File: src/dpts_pkg.sv
// Shared types and codes for the depth-priority task stack.
`default_nettype none

package dpts_pkg;

  localparam logic REQ_PUSH = 1'b0;
  localparam logic REQ_POP  = 1'b1;

  localparam logic [1:0] ST_PUSHED = 2'd0;
  localparam logic [1:0] ST_POPPED = 2'd1;
  localparam logic [1:0] ST_EMPTY  = 2'd2;
  localparam logic [1:0] ST_FULL   = 2'd3;

  localparam int unsigned HANDLE_W = 16;
  localparam int unsigned DEPTH_W  = 16;

  typedef struct packed {
    logic wr_en;
    logic wr_val;
    logic scan_start;
  } lvl_cmd_t;

  typedef struct packed {
    logic scan_done;
    logic rd_bit;
  } lvl_stat_t;

endpackage

`default_nettype wire

File: src/dpts_lvl.sv
// Level occupancy bits and the downward scanner for the next non-empty level.
`default_nettype none

module dpts_lvl #(
  parameter int unsigned LEVELS = 64
) (
  input  wire logic                      clk_i,
  input  wire logic                      rst_ni,
  input  wire dpts_pkg::lvl_cmd_t        cmd_i,
  input  wire logic [$clog2(LEVELS)-1:0] wr_idx_i,
  input  wire logic [$clog2(LEVELS)-1:0] rd_idx_i,
  input  wire logic [$clog2(LEVELS)-1:0] scan_from_i,
  output dpts_pkg::lvl_stat_t            stat_o,
  output logic      [$clog2(LEVELS)-1:0] found_o
);

  localparam int unsigned LW = $clog2(LEVELS);

  logic [LEVELS-1:0] bits_q, bits_d;
  logic [LW-1:0]     lv_q, lv_d;
  logic              busy_q, busy_d;
  logic              hit;

  assign hit = bits_q[lv_q] || (lv_q == '0);

  always_comb begin
    bits_d = bits_q;
    lv_d   = lv_q;
    busy_d = busy_q;
    if (cmd_i.wr_en) begin
      bits_d[wr_idx_i] = cmd_i.wr_val;
    end
    if (cmd_i.scan_start) begin
      busy_d = 1'b1;
      lv_d   = (scan_from_i == '0) ? '0 : scan_from_i - LW'(1);
    end else if (busy_q) begin
      if (hit) begin
        busy_d = 1'b0;
      end else begin
        lv_d = lv_q - LW'(1);
      end
    end
  end

  always_ff @(posedge clk_i or negedge rst_ni) begin
    if (!rst_ni) begin
      bits_q <= '0;
      lv_q   <= '0;
      busy_q <= 1'b0;
    end else begin
      bits_q <= bits_d;
      lv_q   <= lv_d;
      busy_q <= busy_d;
    end
  end

  assign stat_o.scan_done = busy_q && hit;
  assign stat_o.rd_bit    = bits_q[rd_idx_i];
  assign found_o          = lv_q;

endmodule

`default_nettype wire

File: config.mk
export PLATFORM = sky130hd
export DESIGN_NAME = dpts_lvl
export DESIGN_NICKNAME = d
export VERILOG_FILES = /design/src/dpts_pkg.sv /design/src/dpts_lvl.sv
export SDC_FILE = /design/constraint.sdc
export NUM_CORES = 1
export LEC_CHECK = 0
export ABC_AREA = 1
export ABC_CLOCK_PERIOD_IN_PS = 4850
export BUFFER_PORTS_ARGS = -buffer_cell sky130_fd_sc_hd__buf_2
export CORE_AREA = 3 3 92 94
export DETAILED_ROUTE_END_ITERATION = 7
export DIE_AREA = 0 0 95 97
export GPL_TIMING_DRIVEN = 0
export PLACE_DENSITY = 0.87
export SYNTH_ARGS = -nofsm -noshare
export SYNTH_HDL_FRONTEND = slang
export SYNTH_SLANG_ARGS = --single-unit
File: constraint.sdc
create_clock -name clk_i -period 4.85 [get_ports clk_i]
set_input_delay 0 -clock clk_i [delete_from_list [all_inputs] [get_ports clk_i]]
set_output_delay 0 -clock clk_i [all_outputs]
set_load 0.1 [all_outputs]
# == Word level (Yosys, flattened, before mapping) ==
# Index checks and enable logic that the tools add are counted.
# word_totals
ff_bits,71
in_bits,23
out_inout_bits,8
word_cells,31
# op_classes
n_addsub,2
order_cmp,4
eq_ne,1
mux,14
n_reduce_logical,7
# op_table
op,count
$bwmux W64,1
$mux W6,4
$lt A6 B7 Y1 const B,3
$bmux W1 S6,2
$logic_not A6 Y1,2
$sub A6 B1 Y6 const B,2
$demux W1 S6,1
$ge A6 B1 Y1 const B,1
$mux W1,6
$logic_and A1 B1 Y1,2
$ne A2 B2 Y1 const B,1
$reduce_and A2 Y1,1
$reduce_bool A2 Y1,1
$logic_or A1 B1 Y1,1

# == Longest topological paths before layout ==
# Gate-level depths: netlist of the first run.
# depth
ltp_word,6
mapped_depth,14

# == Least setup slack after synthesis of the first run ==
# OpenSTA, ideal clock, no wires.
# synth_path
kind,register to output
start,register lv_q[0] (netlist: found_o[0])
end,output port stat_o[1] in the netlist's numbering
arrival_time_ps,2609
required_time_ps,4850
setup_slack_ps,2241
path_stages_with_launch,13
path_cell_list,dfrtp_1 buf_4 buf_2 nand2_1 nand3_1 nand3_1 nand2_1 nand2_1 nand3_1 nand3_2 nand3_2 nand2_1 inv_1
# synth_lines
element,line_no,source
"start, declared",dpts_lvl.sv:20,"logic [LW-1:0] lv_q, lv_d;"
"start signal, assigned",dpts_lvl.sv:52,lv_q <= lv_d;
"end, declared",dpts_lvl.sv:13,"output dpts_pkg::lvl_stat_t stat_o,"

==> impl_metrics.ini, run 1 <==
[status]
status = completed

[synth]
yosys.area.top_type = dfrtp_1
yosys.cell_count.top_type = nand2_1
ys_ff_latch = 71
synthTopCellsByCount = nand2_1 (122), dfrtp_1 (71), nand3_1 (65)
synthFlopType = dfrtp_1
synth.distinct_cells = 31
synthCells = 625
synth_edf_count = 0
synth.cell_area_mm2 = 0.00461
async_reset_ff_frac = 1.00
avgSynthCellArea_um2 = 7.37
synthesis.nets = 652
synth_area_leaders = dfrtp_1 (39%), nand2_1 (9.9%), nand3_1 (7.1%)
netlist.area_leader.share = 0.386
ys_warn_count = 0
synth_seq_area_share = 0.386

[routing]
antenna_left = 0
wl_met1_mm = 5.53
highest_layer = met4
wl_per_cell_um = 19.0
viasPerCell = 6.45
dr_wl_met3_mm = 2.08
drt-pass1-iter-count = 7
dr_total_vias = 4988
wl_mm = 14.7
met2_length_mm = 6.39
drt_iter0_markers = 784
drc = 0

[timing]
period_minus_slack_ps = 2450
slew_headroom = 0.400
hold_violations = 0
slew_viol_final = 0
finalClockSkew_ps = 9.20
whs_ps = 17.8
tightestPinTransition_ps = 894
layout_setup_ws_ps = 2400
rsz0062_at_grt = no
setup_viol = 0
tns_ps = 0
period_share = 0.504
max_freq_ghz = 0.409

[finish]
fillers = 655
stdcell_area_mm2 = 0.00510
stdcell_count = 773
drive_gt1_frac = 0.134
nets = 693
syn2layout_area_growth_pct = 10.8
antenna_cells = 0

[setup_path]
cp.required_ps = 4850
arrival_ps = 2450
worstSetupPathType = flip-flop to output port
crit_path_end_kind = output port
cp_max_fo = 10
r2r_start = found_o[1]$_DFFE_PN0P_
worstSetupStartpoint = found_o[0]$_DFFE_PN0P_
startpoint_type = flip-flop
reg2reg_depth = 12

[cts]
cts_htree_levels = 3
clockBufferDepth = 2
root_buffer = clkbuf_8
cts_made_buffers = 9
clk_latency_ps = 350
cts_tree = yes
postCtsSetupBuffers = 0
clock_sinks = 71
path_clk_slew_ps = 70

[floorplanning]
ios = 31
start_util = 0.596
die-height_um = 97
dieArea_mm2 = 0.00922
rows = 32
dieWidth_um = 95
core-area_mm2 = 0.00773

[grt]
grt_pass1_vias = 4667
grt_max_degree = 72
grt_pass1_wl_mm = 24.4
gr-total-overflow = 0
grt_usage = 0.338
antenna_found_initial = 0

[placement]
dp_hpwl_mm = 10.7
io_buffers = 28
placed_cell_area_mm2 = 0.00488
dp_worst_setup_slack_ps = 2830
post-place-cells = 755
gp_congestion = 1.02

[power]
leakage_uw = 0.00231
power_density_mw_per_mm2 = 520
ir_worst_vdd_mv = 0.260

[min_path]
min_from = scan_from_i[0]
whs_path_depth = 4
hold_class = input pin to flip-flop

[run]
cap_violations = 0
## state kept, by name, summed over array words and instances (netlist names)
| name | flops |
|---|---|
| found_o | 6 |
| busy_q | 1 |
| bits_q | 64 |
## path summary, 6_finish.rpt
check,slack (ps),to
max in group asynchronous,3950,bits_q[46]$_DFFE_PN0P_
max reg2reg,2790,found_o[2]$_DFFE_PN0P_
min,20,found_o[0]$_DFFE_PN0P_
max,2400,stat_o[1]
min reg2reg,530,bits_q[13]$_DFFE_PN0P_
min in group asynchronous,310,bits_q[48]$_DFFE_PN0P_
## area by class of cell
class	instances	area, um2	area share
Tap cell	102	128	0.0250
Multi-Input combinational cell	469	2430	0.477
Sequential cell	71	1780	0.348
Timing Repair Buffer	30	163	0.0319
Inverter	41	159	0.0311
Buffer	44	239	0.0468
Clock buffer	10	138	0.0270
Clock inverter	6	67.6	0.0132
## kinds of logic after synthesis
| group | after synthesis | share of synthesized area |
|---|---|---|
| AO/OA/AOI/OAI | 182 | 0.219 |
| XOR/XNOR | 5 | 0.00951 |
| adder cells (fa/ha/maj) | 4 | 0.0109 |
| buffers and inverters | 85 | 0.0864 |
| flip-flops | 71 | 0.386 |
| multiplexers | 4 | 0.00869 |
| AND/OR/NAND/NOR | 274 | 0.280 |
## per-stage QoR
step                      utilization  total power (uW)
after global routing            0.660              2820
after CTS                       0.660              2610
after global placement          0.631              2090
final                           0.660              2660
after floorplan                     -              1790
after detailed placement        0.631              2120
## placed cells by master (no fill, tap or decap), types with 3 or more instances in the layout
| cell type | count |
|---|---|
| nand3_2 | 3 |
| clkbuf_8 | 10 |
| o211ai_1 | 6 |
| buf_4 | 13 |
| buf_2 | 38 |
| mux2i_1 | 4 |
| a21oi_1 | 60 |
| nor3_1 | 11 |
| nand3_1 | 65 |
| nor2_1 | 58 |
| xor2_1 | 3 |
| inv_2 | 3 |
| clkbuf_1 | 17 |
| o22ai_1 | 13 |
| dfrtp_1 | 71 |
| a31oi_1 | 48 |
| ha_1 | 4 |
| nor3_2 | 4 |
| inv_1 | 34 |
| o21ai_0 | 53 |
| nor4_4 | 6 |
| nand2_1 | 122 |
## critical path: stages, from the launching register on
cell	delay (ps)
dfrtp_1	380
buf_4	170
inv_4	110
buf_4	200
nand2_1	70
nand3_1	110
nand3_1	100
nand2_1	80
nand2_1	50
nand3_1	100
nand3_2	110
nand3_2	110
nand2_1	50
inv_1	40
buf_2	410
## metal layers
metal / GRT usage / up-vias
met5: 0 / -
met4: 0.140 / 0
met3: 0.112 / 92
met2: 0.489 / 393
met1: 0.465 / 2253
li1: - / 2250
## power breakdown
part	switching [uW]	internal [uW]	leakage (uW)	total, uW
registers	152	724	0.000885	875
logic	920	371	0.00133	1290
clock network	236	253	0.0000989	489
## what timing repair did
action	4_1_cts	5_1_grt
hold buffers	2	0
hold endpoints to repair	72	0
resized for setup	0	0
No activity file was read; power rests on OpenSTA's default activity.
==> inputs of run 2 (changes only) <==
ABC_CLOCK_PERIOD_IN_PS = 2330   (was 4850)
clock period = 2.33 ns   (was 4.85 ns; I/O delays follow)
==> impl_metrics.ini, run 2 (synthesis results as in run 1) <==
[routing]
viasPerCell = 6.42
drc = 22
wl_mm = 14.7
drt-pass1-iter-count = 8
wl_per_cell_um = 19.0
dr_total_vias = 4966
drt_iter0_markers = 720
antenna_left = 0

[power]
ir_worst_vdd_mv = 0.547
netSwitchingFraction = 0.503
intPower_uw = 2820
p_sw_uw = 2850
leakage_uw = 0.00233
p_total_uw = 5680
combPwrFrac = 0.500
p_seq_frac = 0.320
power_density_mw_per_mm2 = 1100
clkPwrFrac = 0.180

[finish]
drive_gt1_frac = 0.143
nets = 694
layout_common_cells = nand2_1 (121), dfrtp_1 (68), nand3_1 (64), a21oi_1 (60), nor2_1 (58)
antenna_cells = 0
regMostFlops = bits_q
largest_reg_flops = 64
final_common_cell = nand2_1
fillers = 670
syn2layout_area_growth_pct = 12.1

[placement]
dp_hpwl_mm = 10.6
io_buffers = 28
gp_congestion = 1.03

[setup_path]
cp_max_fo = 10
r2r_start = found_o[1]$_DFFE_PN0P_
cp.required_ps = 2330
worstSetupStartpoint = found_o[0]$_DFFE_PN0P_
r2r_slack_ps = 400
arrival_ps = 2180
crit_path_end_kind = output port
reg2reg_depth = 12
endpoint = stat_o[1]
startpoint_type = flip-flop
r2r_end = found_o[0]$_DFFE_PN0P_
worstSetupPathType = flip-flop to output port

[min_path]
hold_class = input pin to flip-flop
whs_path_depth = 4

[cts]
root_buffer = clkbuf_8
postCtsSetupBuffers = 0
cts_made_buffers = 9
clk_latency_ps = 370
path_clk_slew_ps = 90
cts_tree = yes
clock_sinks = 71
cts_htree_levels = 3
clockBufferDepth = 2

[timing]
setup_viol = 0
tightestPinTransition_ps = 897
slew_headroom = 0.402
tns_ps = 0
whs_ps = 4.07
hold_violations = 0
finalClockSkew_ps = 11.6
slew_viol_final = 0
period_share = 0.937
max_freq_ghz = 0.458
rsz0062_at_grt = no
period_minus_slack_ps = 2180

[floorplanning]
start_util = 0.596
core-area_mm2 = 0.00773
ios = 31
die-height_um = 97
dieWidth_um = 95
rows = 32
dieArea_mm2 = 0.00922

[grt]
grt_max_degree = 72
grt_pass1_vias = 4518
antenna_found_initial = 0
grt_usage = 0.330
grt_pass1_wl_mm = 23.6
gr-total-overflow = 0

[status]
status = finished with violations
violations = DRC

[run]
cap_violations = 0
[run 2: repair_timing]
action / 4_1_cts / 5_1_grt
gates cloned: 0 / 0
gates resized for setup: 1 / 17
endpoints found under the hold margin: 73 / 0
hold buffers: 3 / 0
pin swaps: 0 / 2
endpoints found under the setup margin: 1 / 1
[run 2: power groups by stage]
stage | registers (uW) | clock network (uW) | logic (uW)
2_1_floorplan | 2060 | 0 | 1680
3_3_place_gp | 1800 | 0 | 2560
3_5_place_dp | 1810 | 0 | 2610
4_1_cts | 1790 | 1010 | 2640
5_1_grt | 1830 | 1070 | 3090
6_report | 1820 | 1020 | 2840
[run 2: worst max-delay path, cell delays in order (launching register included)]
cell and delay [ps]:
dfrtp_2 400, buf_4 180, inv_8 100, buf_8 150
nand2_1 60, nand3_1 60, nand3_1 80, nand2_1 120
nand2_1 70, nand3_2 80, nand3_2 110, nand3_2 90
nand2_1 70, inv_2 70, buf_12 160
[run 2: final cells by class]
type | count | area [um2] | area share
tap | 102 | 128 | 0.0247
clock buffer | 9 | 124 | 0.0240
buffer | 44 | 267 | 0.0516
timing repair buffer | 31 | 188 | 0.0363
multi-input combinational | 469 | 2440 | 0.472
inverter | 41 | 166 | 0.0322
sequential | 71 | 1780 | 0.345
clock inverter | 7 | 73.8 | 0.0143
[run 2: per-layer routing]
layer / vias up / GRT usage / share of wire
li1: 2259 / - / -
met1: 2333 / 0.483 / 0.39
met2: 337 / 0.492 / 0.45
met3: 37 / 0.0832 / 0.13
met4: 0 / 0.0733 / 0.025
met5: - / 0 / 0
[run 2: how the worst min path moves through the flow]
stage | from | to | slack, ps
final | cmd_i[0] | found_o[1]$_DFFE_PN0P_ | 4
after global routing | cmd_i[0] | found_o[1]$_DFFE_PN0P_ | 50
after CTS | cmd_i[0] | found_o[1]$_DFFE_PN0P_ | 6
after detailed placement | rst_ni | bits_q[48]$_DFFE_PN0P_ | 180
after global placement | cmd_i[1] | bits_q[26]$_DFFE_PN0P_ | 360
after floorplan | rst_ni | bits_q[0]$_DFFE_PN0P_ | -300
[run 2: through the flow]
stage | utilization | instance area (um2) | worst slack (ps) | cells
6_report | 0.669 | 5170 | 148 | 774
5_1_grt | 0.669 | 5170 | 23.2 | 774
4_1_cts | 0.661 | 5110 | 46.5 | 774
3_5_place_dp | 0.632 | 4880 | 306 | 755
3_3_place_gp | 0.631 | 4880 | 320 | 755
2_1_floorplan | - | 4610 | 9.93 | 625
